File: config.mk
export PLATFORM = sky130hd
export DESIGN_NAME = ppts_midq
export DESIGN_NICKNAME = d
export VERILOG_FILES = /design/src/hdl/ppts_pkg.sv /design/src/hdl/ppts_midq.sv
export SDC_FILE = /design/constraint.sdc
export NUM_CORES = 1
export LEC_CHECK = 0
export BUFFER_PORTS_ARGS = -buffer_cell sky130_fd_sc_hd__buf_2
export CAP_MARGIN = 0
export CORE_MARGIN = 1.5
export CORE_UTILIZATION = 60
export CTS_CLUSTER_DIAMETER = 100
export DETAILED_ROUTE_END_ITERATION = 12
export PLACE_DENSITY = 0.83
export SYNTH_ARGS = -nofsm -noshare
export SYNTH_HDL_FRONTEND = slang
export SYNTH_SLANG_ARGS = --single-unit
export TNS_END_PERCENT = 1
File: constraint.sdc
create_clock -name clk -period 17.6 [get_ports clk]
set_clock_uncertainty 0.2 [all_clocks]
set_input_delay 0.88 -clock clk [delete_from_list [all_inputs] [get_ports clk]]
set_output_delay 0.88 -clock clk [all_outputs]
set_load 0.01 [all_outputs]
File: src/hdl/ppts_pkg.sv
// Shared types, constants and helpers for the perspective projection block.
package ppts_pkg;

  localparam int QD = 4;
  localparam int QAW = 2;
  localparam int QCW = 3;
  localparam int NBITS = 63;
  localparam int DBITS = 31;
  localparam logic signed [31:0] W_MIN = 32'sd66;
  localparam logic signed [17:0] BEHIND_SCALE = 18'sd100000;

  localparam logic [3:0] REG_XROW0 = 4'd0;
  localparam logic [3:0] REG_XROW1 = 4'd1;
  localparam logic [3:0] REG_YROW0 = 4'd2;
  localparam logic [3:0] REG_YROW1 = 4'd3;
  localparam logic [3:0] REG_WROW0 = 4'd4;
  localparam logic [3:0] REG_WROW1 = 4'd5;
  localparam logic [3:0] REG_SCR_W = 4'd6;
  localparam logic [3:0] REG_SCR_H = 4'd7;

  typedef struct packed {
    logic signed [31:0] world_x;
    logic signed [31:0] world_y;
    logic signed [31:0] world_z;
  } in_t;

  typedef struct packed {
    logic signed [31:0] screen_x;
    logic signed [31:0] screen_y;
    logic               in_front;
  } out_t;

  typedef struct packed {
    logic [2:0][3:0][31:0] m;
    logic [13:0]           scr_w;
    logic [13:0]           scr_h;
  } cfg_t;

  typedef struct packed {
    logic              front;
    logic              negx;
    logic              negy;
    logic [DBITS-1:0]  den;
    logic [NBITS-1:0]  nx;
    logic [NBITS-1:0]  ny;
    logic [31:0]       bx;
    logic [31:0]       by;
  } mid_t;

  typedef struct packed {
    logic              front;
    logic              negx;
    logic              negy;
    logic              ovx;
    logic              ovy;
    logic [DBITS-1:0]  den;
    logic [DBITS-1:0]  remx;
    logic [DBITS-1:0]  remy;
    logic [DBITS-1:0]  lowx;
    logic [DBITS-1:0]  lowy;
    logic [DBITS-1:0]  qx;
    logic [DBITS-1:0]  qy;
    logic [31:0]       bx;
    logic [31:0]       by;
  } div_t;

  function automatic logic [31:0] sat32(input logic signed [50:0] v);
    logic [31:0] r;
    if (v > 51'sd2147483647) begin
      r = 32'h7fff_ffff;
    end else if (v < -51'sd2147483648) begin
      r = 32'h8000_0000;
    end else begin
      r = v[31:0];
    end
    return r;
  endfunction

endpackage

File: src/hdl/ppts_midq.sv
// Short queue between the front and back pipelines.
module ppts_midq import ppts_pkg::*; (
  input  logic  clk,
  input  logic  rst_n,
  input  logic  push,
  input  mid_t  wdata,
  output logic  full,
  input  logic  pop,
  output mid_t  rdata,
  output logic  empty
);

  mid_t            mem [QD];
  logic [QAW-1:0]  wp_r, rp_r;
  logic [QCW-1:0]  cnt_r;

  assign full  = cnt_r == QCW'(QD);
  assign empty = cnt_r == '0;
  assign rdata = mem[rp_r];

  always_ff @(posedge clk) begin
    if (push) begin
      mem[wp_r] <= wdata;
    end
  end

  always_ff @(posedge clk) begin
    if (!rst_n) begin
      wp_r  <= '0;
      rp_r  <= '0;
      cnt_r <= '0;
    end else begin
      if (push) begin
        wp_r <= wp_r + 1'b1;
      end
      if (pop) begin
        rp_r <= rp_r + 1'b1;
      end
      cnt_r <= cnt_r + QCW'(push) - QCW'(pop);
    end
  end

endmodule

==> impl_metrics.yaml, run 1 <==
outcome:
  status: "completed"
sta:
  setup_viol_count_final: 0
  finalSetupTns_ps: 0
  final_max_slew_viol_count: 0
  transition_at_the_pin_with_the_smallest_max_transition_slack_ps: 1188
  unrepaired_setup_endpoints_after_global_routing: "no"
  clock.fmax_ghz: 0.1989
  slew_headroom_pct: 20.79
  post-route-min-period_ps: 5028
  finalHoldViolCount: 0
  layout_worst_path_cycle_share_pct: 28.57
place:
  globalplace.congestion: 0.7598
  port_buffers: 453
  place.detailed.hpwl_mm: 38.91
  post-place-cells: 2330
power_and_ir_drop:
  power.static_leakage_nw: 12.88
  maximum_ir_drop_on_the_vdd_rail_mv: 0.1310
  power-per-cell-area_nw_per_um2: 123.4
cts:
  cts_resized: 0
  clockRootBuffer: "sky130_fd_sc_hd__clkbuf_16"
  tritoncts: "yes"
  numCtsBuffers: 86
  worstSkewPairLatency_ps: 620
  clk_transition_reported_paths_ps: 60
  htree_num_levels: 3
  cts_hold_repair.buffers: 0
  clkSinkCount: 905
  clock_path_buffers: 3
  postCtsSetupRepairBufs: 0
cells_and_area:
  instances_no_fill: 2500
  utilization_pct: 71.40
  syn_to_final_growth_pct: 17.54
  finalNetCount: 1957
  nFillCells: 2983
  drive_gt1_share_pct: 46.25
run:
  drv_cap: 0
drt:
  routed_wire_length_per_instance_um: 27.47
  first_pass_drt_iterations: 5
  dr.first_iter.drc_count: 1179
  detail_route.drc_violations: 0
  final_antenna_violating_net_count: 0
  detail_route.wirelength_mm: 68.67
  detail_route.vias_per_cell: 6.024
  route.vias.total: 15060
floorplanning:
  initial_core_util_pct: 60.74
  core_region_area_um2: 53920
  die_area_um2: 56000
  die_h_um: 236.6
  number_of_top_level_pins: 454
  floorplan.rows: 85
  dieWidth_um: 236.6
global_routing:
  first_global_vias: 16030
  grt_usage_pct: 24.81
  globalRouteOverflowTotal: 0
  grt_pass1_wl_mm: 100.5
  pin_count_of_the_biggest_net_entering_global_routing: 98
  initial_antenna_violation_count: 27
worst_setup_path:
  end_kind: "primary output"
  timing.critical_path.arrival_ps: 3950
  timing.critical_path.required_ps: 16520
  path_max_fanout: 97
  timing.reg2reg.worst_path_depth: 5
  worst_setup_path_start_kind: "flip-flop"
  r2r_end: "mem[0][162]"
  critPathCapture: "rdata[201]"
  rrSetupSlack_ps: 13900
  reg_to_reg_startpoint: "wp_r[0]"
  crit_type: "reg -> out"
synth:
  synth.net_count: 1448
  synth.yosys.seq_area_share_pct: 82.70
  synth-warning-count: 0
  synth_cell_types: 19
  postSynthRegisterBits: 905
  total_standard_cell_area_after_synthesis_um2: 32750
  synth_area_per_cell_um2: 27.00
  netlist_instances: 1213
worst_hold_path:
  worst_hold_path_type: "in -> reg"
-- cells in the final DEF, fill, tap and decap left out, types with 6 or more instances in the layout --
cell type                    synthesis  layout
sky130_fd_sc_hd__edfxtp_1          896     896
sky130_fd_sc_hd__buf_2              24     453
sky130_fd_sc_hd__mux4_2            224     224
sky130_fd_sc_hd__clkbuf_16           0      87
sky130_fd_sc_hd__diode_2             0      18
sky130_fd_sc_hd__clkbuf_1            7      18
sky130_fd_sc_hd__buf_4               0      17
sky130_fd_sc_hd__clkinv_2            0      12
sky130_fd_sc_hd__clkinv_1            0      10
sky130_fd_sc_hd__clkinvlp_4          0       9
sky130_fd_sc_hd__bufinv_16           0       8
sky130_fd_sc_hd__inv_1               7       7
sky130_fd_sc_hd__dfxtp_1             9       7
sky130_fd_sc_hd__ha_1                6       6
-- report_power, final --
group	switching, mW	internal [mW]	total [mW]
clock	0.769	1.03	1.80
sequential	0.0336	2.48	2.51
combinational	0.245	0.192	0.438
total	1.05	3.70	4.75
-- synth_stat cells (all sizes together) --
cell type    n  area (um^2)
edfxtp     896        26910
mux4       224         5045
buf         43        334.1
dfxtp        9        180.2
clkbuf       7        26.28
inv          7        26.28
and2         6        37.54
ha           6        75.07
nor2         5        18.77
xnor2        2        17.52
a21bo        1        10.01
a21oi        1        5.000
and3         1        6.260
fa           1        20.02
mux2i        1        10.01
nand3b       1        7.510
nor3         1        5.000
xor3         1        23.77
-- critical path, cell delays in order, from the launching register on --
cell and delay, ps:
sky130_fd_sc_hd__dfxtp_4 740, sky130_fd_sc_hd__buf_12 650, sky130_fd_sc_hd__buf_4 930, sky130_fd_sc_hd__mux4_2 670, sky130_fd_sc_hd__buf_2 170
-- worst min path at each step --
stage          startpoint    endpoint  cells past startpoint
6_report        wdata[17]  mem[0][17]                      1
5_1_grt         wdata[17]  mem[0][17]                      1
2_1_floorplan     rp_r[1]   flip-flop                      2
3_3_place_gp      rp_r[1]   flip-flop                      2
4_1_cts         wdata[39]  mem[0][39]                      1
3_5_place_dp      rp_r[1]   flip-flop                      2
-- metal layers --
metal,GRT usage [%],vias up,wire (um)
li1,-,6322,-
met1,30.26,7882,24380
met2,41.51,684,35320
met3,8.907,139,6918
met4,8.469,34,1833
met5,0,-,215
-- metrics by stage --
step | setup slack [ps] | power [mW] | hold slack (ps) | instance area (um^2)
6_report | 12570 | 4.753 | 251.3 | 38500
5_1_grt | 12250 | 4.897 | 223.5 | 38470
4_1_cts | 12420 | 4.788 | 214.1 | 38450
3_5_place_dp | 13120 | 2.992 | 351.6 | 35700
3_3_place_gp | 13090 | 2.974 | 302.7 | 35700
2_1_floorplan | 10840 | 2.823 | 299.3 | 32750
-- layout make-up --
type	count	area (um^2)	area share, %
Clock inverter	47	513.0	1.332
Clock buffer	105	2245	5.830
Tap cell	696	870.8	2.262
Antenna cell	18	45.04	0.1170
Timing Repair Buffer	471	2415	6.272
Multi-Input combinational cell	251	5291	13.74
Inverter	7	26.28	0.06825
Sequential cell	905	27090	70.37
-- state kept, by name (all words and copies together) (netlist names), named ones only --
name   flops
mem      896
cnt_r      3
rp_r       2
wp_r       2
-- cells by family after synthesis --
logic type	synth area share, %
flops	82.70
mux	15.43
buf+inv	1.180
simple gates	0.2292
fa+ha+maj	0.2903
xor+xnor	0.1261
compound gates	0.04583
(Power assumes the default switching activity.)
==> run 2: changes to the inputs <==
Settings changed: ABC_AREA set to 1, CORE_UTILIZATION 60 to 52, PLACE_DENSITY 0.83 to 0.76.
Clock period 17.6 ns to 4.4 ns, I/O delays scaled along.
==> run 2 against run 1 <==
Via count up 50%. Critical endpoint is now rdata[170]. Highest routed layer unchanged. Non-clock buffer count up 260. Sequential share of layout area down 8.7 points. Die area up 25%.
==> impl_metrics.yaml, run 2 <==
outcome:
  status: "completed"
cells_and_area:
  utilization_pct: 65.03
  finalNetCount: 3578
  drive_gt1_share_pct: 18.93
  syn_to_final_growth_pct: 23.10
  largest-register: "mem"
  nFillCells: 4524
  layout_commonest_cell: "sky130_fd_sc_hd__edfxtp_1"
  largestRegisters: "mem: 896 flops, cnt_r: 3 flops"
  instances_no_fill: 4292
  largest_register_ff_count: 896
  most-common-layout-cells: "sky130_fd_sc_hd__edfxtp_1 (896), sky130_fd_sc_hd__inv_1 (457), sky130_fd_sc_hd__nand2_1 (455), sky130_fd_sc_hd__buf_2 (453), sky130_fd_sc_hd__a21oi_1 (230)"
synth:
  synth_area_per_cell_um2: 13.36
  total_standard_cell_area_after_synthesis_um2: 35660
  dominant_cell_type_by_area_after_synthesis: "sky130_fd_sc_hd__edfxtp_1"
  synth_ff_type: "sky130_fd_sc_hd__edfxtp_1"
  synth.net_count: 2904
  postSynthRegisterBits: 905
  synth_cell_types: 15
  synthTopCellsByCount: "sky130_fd_sc_hd__edfxtp_1 (896), sky130_fd_sc_hd__inv_1 (463), sky130_fd_sc_hd__nand2_1 (458), sky130_fd_sc_hd__a21oi_1 (230), sky130_fd_sc_hd__o21ai_0 (228)"
  top_count_cell_post_synth: "sky130_fd_sc_hd__edfxtp_1"
  number_of_enable_flip_flop_cells_after_synthesis: 896
  area_share_of_the_largest_cell_type_after_synthesis_pct: 75.44
  synth-warning-count: 0
  netlist_instances: 2669
  ys_top_cells_by_area: "sky130_fd_sc_hd__edfxtp_1 (75%), sky130_fd_sc_hd__inv_1 (4.9%), sky130_fd_sc_hd__nand2_1 (4.8%)"
  postSynth.asyncResetShare_pct: 0
  synth.yosys.seq_area_share_pct: 75.95
floorplanning:
  core_region_area_um2: 67510
  number_of_top_level_pins: 454
  dieWidth_um: 264.9
  initial_core_util_pct: 52.82
  die_h_um: 264.9
  die_area_um2: 70160
  floorplan.rows: 95
sta:
  post-route-min-period_ps: 3048
  setup_viol_count_final: 0
  unrepaired_setup_endpoints_after_global_routing: "no"
  finalHoldViolCount: 0
  clock.fmax_ghz: 0.3281
  postLayoutSetupSlackWorst_ps: 1352
  finalSetupTns_ps: 0
  slew_headroom_pct: 44.18
  final_max_slew_viol_count: 0
  layout_worst_path_cycle_share_pct: 69.28
  transition_at_the_pin_with_the_smallest_max_transition_slack_ps: 837.3
cts:
  tritoncts: "yes"
  clockRootBuffer: "sky130_fd_sc_hd__clkbuf_16"
  clkSinkCount: 905
  clk_transition_reported_paths_ps: 60
  htree_num_levels: 3
  cts_resized: 0
  worstSkewPairLatency_ps: 620
  clock_path_buffers: 3
  numCtsBuffers: 91
global_routing:
  pin_count_of_the_biggest_net_entering_global_routing: 154
  initial_antenna_violation_count: 6
  grt_usage_pct: 21.47
  first_global_vias: 22430
  globalRouteOverflowTotal: 0
  grt_pass1_wl_mm: 118.2
drt:
  detail_route.wirelength_mm: 76.96
  routed_wire_length_per_instance_um: 17.93
  final_antenna_violating_net_count: 0
  route.vias.total: 22520
  detail_route.vias_per_cell: 5.248
  detail_route.drc_violations: 0
  first_pass_drt_iterations: 5
  dr.first_iter.drc_count: 1854
place:
  place.detailed.hpwl_mm: 43.72
  dpl_worst_slack_ps: 1984
  globalplace.congestion: 0.7652
  port_buffers: 453
  post-place-cells: 3895
power_and_ir_drop:
  maximum_ir_drop_on_the_vdd_rail_mv: 0.3812
  power-per-cell-area_nw_per_um2: 444.9
  power.static_leakage_nw: 17.09
  fin_total_pwr_mw: 19.53
  power_switching_share_pct: 23.01
  comb_power_share_pct: 10.0
  register_share_of_total_power_pct: 51.1
  internal_power_mw: 15.04
  pwr-share-clk_pct: 38.9
  switching_power_mw: 4.494
run:
  drv_cap: 0
worst_setup_path:
  timing.critical_path.required_ps: 3980
  timing.critical_path.arrival_ps: 2630
  end_kind: "primary output"
  worst_setup_path_start_kind: "flip-flop"
  crit_type: "reg -> out"
  path_max_fanout: 70
  reg_to_reg_startpoint: "wp_r[0]"
worst_hold_path:
  timing.hold.worst.start: "wdata[198]"
  worst_hold_path_type: "in -> reg"
-- run 2: changes by cell type in the layout (fill, tap and decap cells not counted), sizes merged, moves of 10 or more --
cell         before  now
o21ai             0  228
dlygate4sd3       0  228
o211ai            0  224
inv              12  463
clkinv           25   35
nand2             0  458
mux4            224    0
diode            18    6
buf             471  503
a21oi             1  230
-- run 2: worst max-delay path, stage by stage (launching register included) --
cell and delay [ps]:
sky130_fd_sc_hd__dfxtp_4 880, sky130_fd_sc_hd__buf_12 300, sky130_fd_sc_hd__buf_12 260, sky130_fd_sc_hd__a21oi_1 80
sky130_fd_sc_hd__o21ai_0 120, sky130_fd_sc_hd__nand2_1 120, sky130_fd_sc_hd__buf_2 160
-- run 2: area by class of cell --
type / count / area (um^2) / share of cell area (%)
Sequential cell: 905 / 27100 / 61.72
Multi-Input combinational cell: 1151 / 5821 / 13.26
Timing Repair Buffer: 731 / 5187 / 11.82
Clock buffer: 109 / 2345 / 5.341
Inverter: 463 / 1753 / 3.993
Tap cell: 873 / 1092 / 2.488
Clock inverter: 54 / 593.1 / 1.351
Antenna cell: 6 / 15.01 / 0.03420
-- run 2: cell families after synthesis --
| kind of cell | count (synthesis) | share of synthesized area (%) |
|---|---|---|
| buf+inv | 613 | 7.771 |
| simple gates | 462 | 4.870 |
| flops | 905 | 75.95 |
| fa+ha+maj | 7 | 0.2666 |
| compound gates | 682 | 11.14 |
-- run 2: per-layer routing --
metal  vias up  track usage, %  share of wire (%)
li1      10690               -                  -
met1     10880           25.37                 38
met2       785           37.95                 51
met3       165           4.858                7.0
met4         2           8.726                3.3
met5         -               0              0.022
-- run 2: final timing paths --
| check | end | slack (ps) | depth (start not counted) |
|---|---|---|---|
| min | mem[3][198] | 140 | 2 |
| max reg2reg | mem[2][167] | 1990 | 5 |
| max | rdata[170] | 1350 | 6 |
| min reg2reg | flip-flop | 300 | 2 |
-- run 2: timing repair --
action | CTS | global route
hold endpoints to repair | 905 | 0
buffers inserted | 0 | 0
hold buffers | 228 | 0
-- run 2: power by group through the flow --
| stage | registers (mW) | clock network (mW) | logic (mW) |
|---|---|---|---|
| after detailed placement | 10.2 | 0 | 1.75 |
| final | 9.98 | 7.61 | 1.95 |
| after floorplan | 10.2 | 0 | 1.02 |
| after CTS | 9.97 | 7.70 | 1.93 |
| after global placement | 10.1 | 0 | 1.70 |
| after global routing | 10.0 | 8.05 | 2.13 |
-- run 2: metrics by stage --
step	hold slack, ps	area [um^2]
2_1_floorplan	111.9	35700
3_3_place_gp	232.1	38670
3_5_place_dp	235.8	38670
4_1_cts	89.51	43890
5_1_grt	122.4	43900
6_report	138.6	43900
==> run 3: changes to the inputs <==
Settings changed: CORE_UTILIZATION 52 to 58, PLACE_DENSITY 0.76 to 0.8.
Clock period 4.4 ns to 2.9 ns, I/O delays scaled along.
==> run 3 against run 2 <==
Register-to-register slack lost 1400 ps. Non-clock buffer count down 7. Clock power rose by 48%. Routed wire length grew 6.0%.
==> impl_metrics.yaml, run 3 (same netlist as run 2, synthesis figures left out) <==
place:
  place.detailed.hpwl_mm: 44.44
  port_buffers: 453
  globalplace.congestion: 0.7912
  post-place-cells: 3797
drt:
  dr_wl_met2_mm: 42.07
  detail_route.vias_per_cell: 5.512
  first_pass_drt_iterations: 5
  detail_route.wirelength_mm: 81.55
  route.vias.total: 23130
  final_antenna_violating_net_count: 0
  routed_wire_length_per_instance_um: 19.44
  route.layer.met1.wl_mm: 29.98
  dr.first_iter.drc_count: 1956
  met3_length_mm: 6.505
  detail_route.drc_violations: 0
  max_layer_used: "met5"
floorplanning:
  initial_core_util_pct: 58.87
  die_area_um2: 62980
  floorplan.rows: 90
  dieWidth_um: 251.0
  core_region_area_um2: 60580
  number_of_top_level_pins: 454
  die_h_um: 251.0
cts:
  postCtsSetupRepairBufs: 0
  clkSinkCount: 905
  tritoncts: "yes"
  clockRootBuffer: "sky130_fd_sc_hd__clkbuf_16"
  clk_transition_reported_paths_ps: 60
  worstSkewPairLatency_ps: 630
  clock_path_buffers: 3
  htree_num_levels: 3
  numCtsBuffers: 89
global_routing:
  first_global_vias: 23490
  initial_antenna_violation_count: 12
  grt_usage_pct: 25.66
  pin_count_of_the_biggest_net_entering_global_routing: 131
  globalRouteOverflowTotal: 0
  grt_pass1_wl_mm: 125.4
sta:
  final_max_slew_viol_count: 0
  finalSetupTns_ps: 0
  setup_viol_count_final: 0
  clock.fmax_ghz: 0.3590
  unrepaired_setup_endpoints_after_global_routing: "no"
  transition_at_the_pin_with_the_smallest_max_transition_slack_ps: 882.0
  slew_headroom_pct: 41.20
  layout_worst_path_cycle_share_pct: 96.05
  finalHoldViolCount: 0
  post-route-min-period_ps: 2786
worst_setup_path:
  crit_slowest_cell: "sky130_fd_sc_hd__buf_16"
  path_delay_family: "buffers and inverters"
  crit_type: "reg -> out"
  critPathMaxStageDelay_ps: 380
  timing.critical_path.required_ps: 2560
  path_max_fanout: 130
  worst_setup_path_start_kind: "flip-flop"
  reg_to_reg_startpoint: "wp_r[0]"
  critical_path.cell_chain: "buf_12 > buf_16 > nand2_1 > o211ai_1 > nand2_1 > buf_2"
  timing.critical_path.arrival_ps: 2440
  r2r_end: "mem[0][144]"
  timing.reg2reg.worst_path_depth: 5
  end_kind: "primary output"
  number_of_buffers_and_inverters_on_the_critical_path: 3
  rrSetupSlack_ps: 580
  worst_path_most_repeated_cell: "sky130_fd_sc_hd__nand2_1"
cells_and_area:
  largestRegisters: "mem: 896 flops, cnt_r: 3 flops"
  syn_to_final_growth_pct: 22.54
  layout_commonest_cell: "sky130_fd_sc_hd__edfxtp_1"
  utilization_pct: 72.13
  largest-register: "mem"
  drive_gt1_share_pct: 18.85
  finalNetCount: 3569
  most-common-layout-cells: "sky130_fd_sc_hd__edfxtp_1 (896), sky130_fd_sc_hd__inv_1 (457), sky130_fd_sc_hd__nand2_1 (455), sky130_fd_sc_hd__buf_2 (453), sky130_fd_sc_hd__a21oi_1 (230)"
  largest_register_ff_count: 896
  instances_no_fill: 4196
  nFillCells: 3536
worst_hold_path:
  hold_path_end: "mem[1][58]"
  min_path_cells: 2
  worst_hold_path_type: "in -> reg"
  timing.hold.worst.start: "wdata[58]"
power_and_ir_drop:
  maximum_ir_drop_on_the_vdd_rail_mv: 0.6044
  power.static_leakage_nw: 17.04
  power-per-cell-area_nw_per_um2: 674.5
  fin_total_pwr_mw: 29.48
outcome:
  status: "completed"
run:
  drv_cap: 0
-- run 3: changes by cell type in the layout (fill, tap and decap cells not counted), moves of 2 or more --
cell                        delta
sky130_fd_sc_hd__diode_2       +2
sky130_fd_sc_hd__clkbuf_1      +3
sky130_fd_sc_hd__clkbuf_8      +2
sky130_fd_sc_hd__clkinv_1      -6
sky130_fd_sc_hd__bufinv_16     -3
sky130_fd_sc_hd__clkinv_2      +4
sky130_fd_sc_hd__buf_4         -9
-- run 3: per-layer routing --
layer | track usage [%] | up-vias
met5 | 0 | -
met4 | 11.27 | 10
met3 | 5.260 | 213
met2 | 44.87 | 1037
met1 | 30.96 | 11210
li1 | - | 10660
-- run 3: what timing repair did --
action / 4_1_cts / 5_1_grt
endpoints found under the setup margin: 0 / 1
gates resized for setup: 0 / 1
endpoints found under the hold margin: 911 / 0
hold buffers: 228 / 0
-- run 3: worst reg2reg max path, delay by kind of cell, from the launching register on --
family / cells / cell delay, ps
buffers and inverters: 3 / 1000
flip-flops: 1 / 340
adder cells (fa/ha/maj): 1 / 180
AND/OR/NAND/NOR: 1 / 60
-- run 3: worst max path at each step --
stage / end / slack, ps / depth (start not counted)
3_5_place_dp: mem[0][147] / 630 / 5
5_1_grt: rdata[114] / 10 / 6
2_1_floorplan: mem[0][0] / -1640 / 4
3_3_place_gp: mem[0][160] / 650 / 5
4_1_cts: rdata[97] / 170 / 5
6_report: rdata[114] / 110 / 6
-- run 3: report_power, final --
part	leakage [nW]	total, mW	internal (mW)	switching (mW)
clock network	1.40	11.3	6.51	4.82
registers	8.31	15.1	15.0	0.138
logic	7.33	3.03	1.07	1.96
total	17.0	29.5	22.6	6.92
-- run 3: area by class of cell --
type	instances	area (um^2)	area share, %
inverter	463	1753	4.011
antenna	8	20.02	0.04581
sequential	905	27100	62.00
timing repair buffer	724	5167	11.82
clock buffer	113	2359	5.397
multi-input combinational	1151	5821	13.32
clock inverter	50	506.7	1.160
tap	782	978.4	2.239
-- run 3: per-stage QoR --
step / hold slack (ps) / area (um^2) / setup WS (ps)
floorplan: 36.91 / 35700 / -1642
global placement: 153.6 / 38530 / 652.9
detailed placement: 159.7 / 38530 / 629.1
CTS: 14.89 / 43670 / 170.8
global route: 43.54 / 43700 / 13.13
finish: 57.64 / 43700 / 114.4
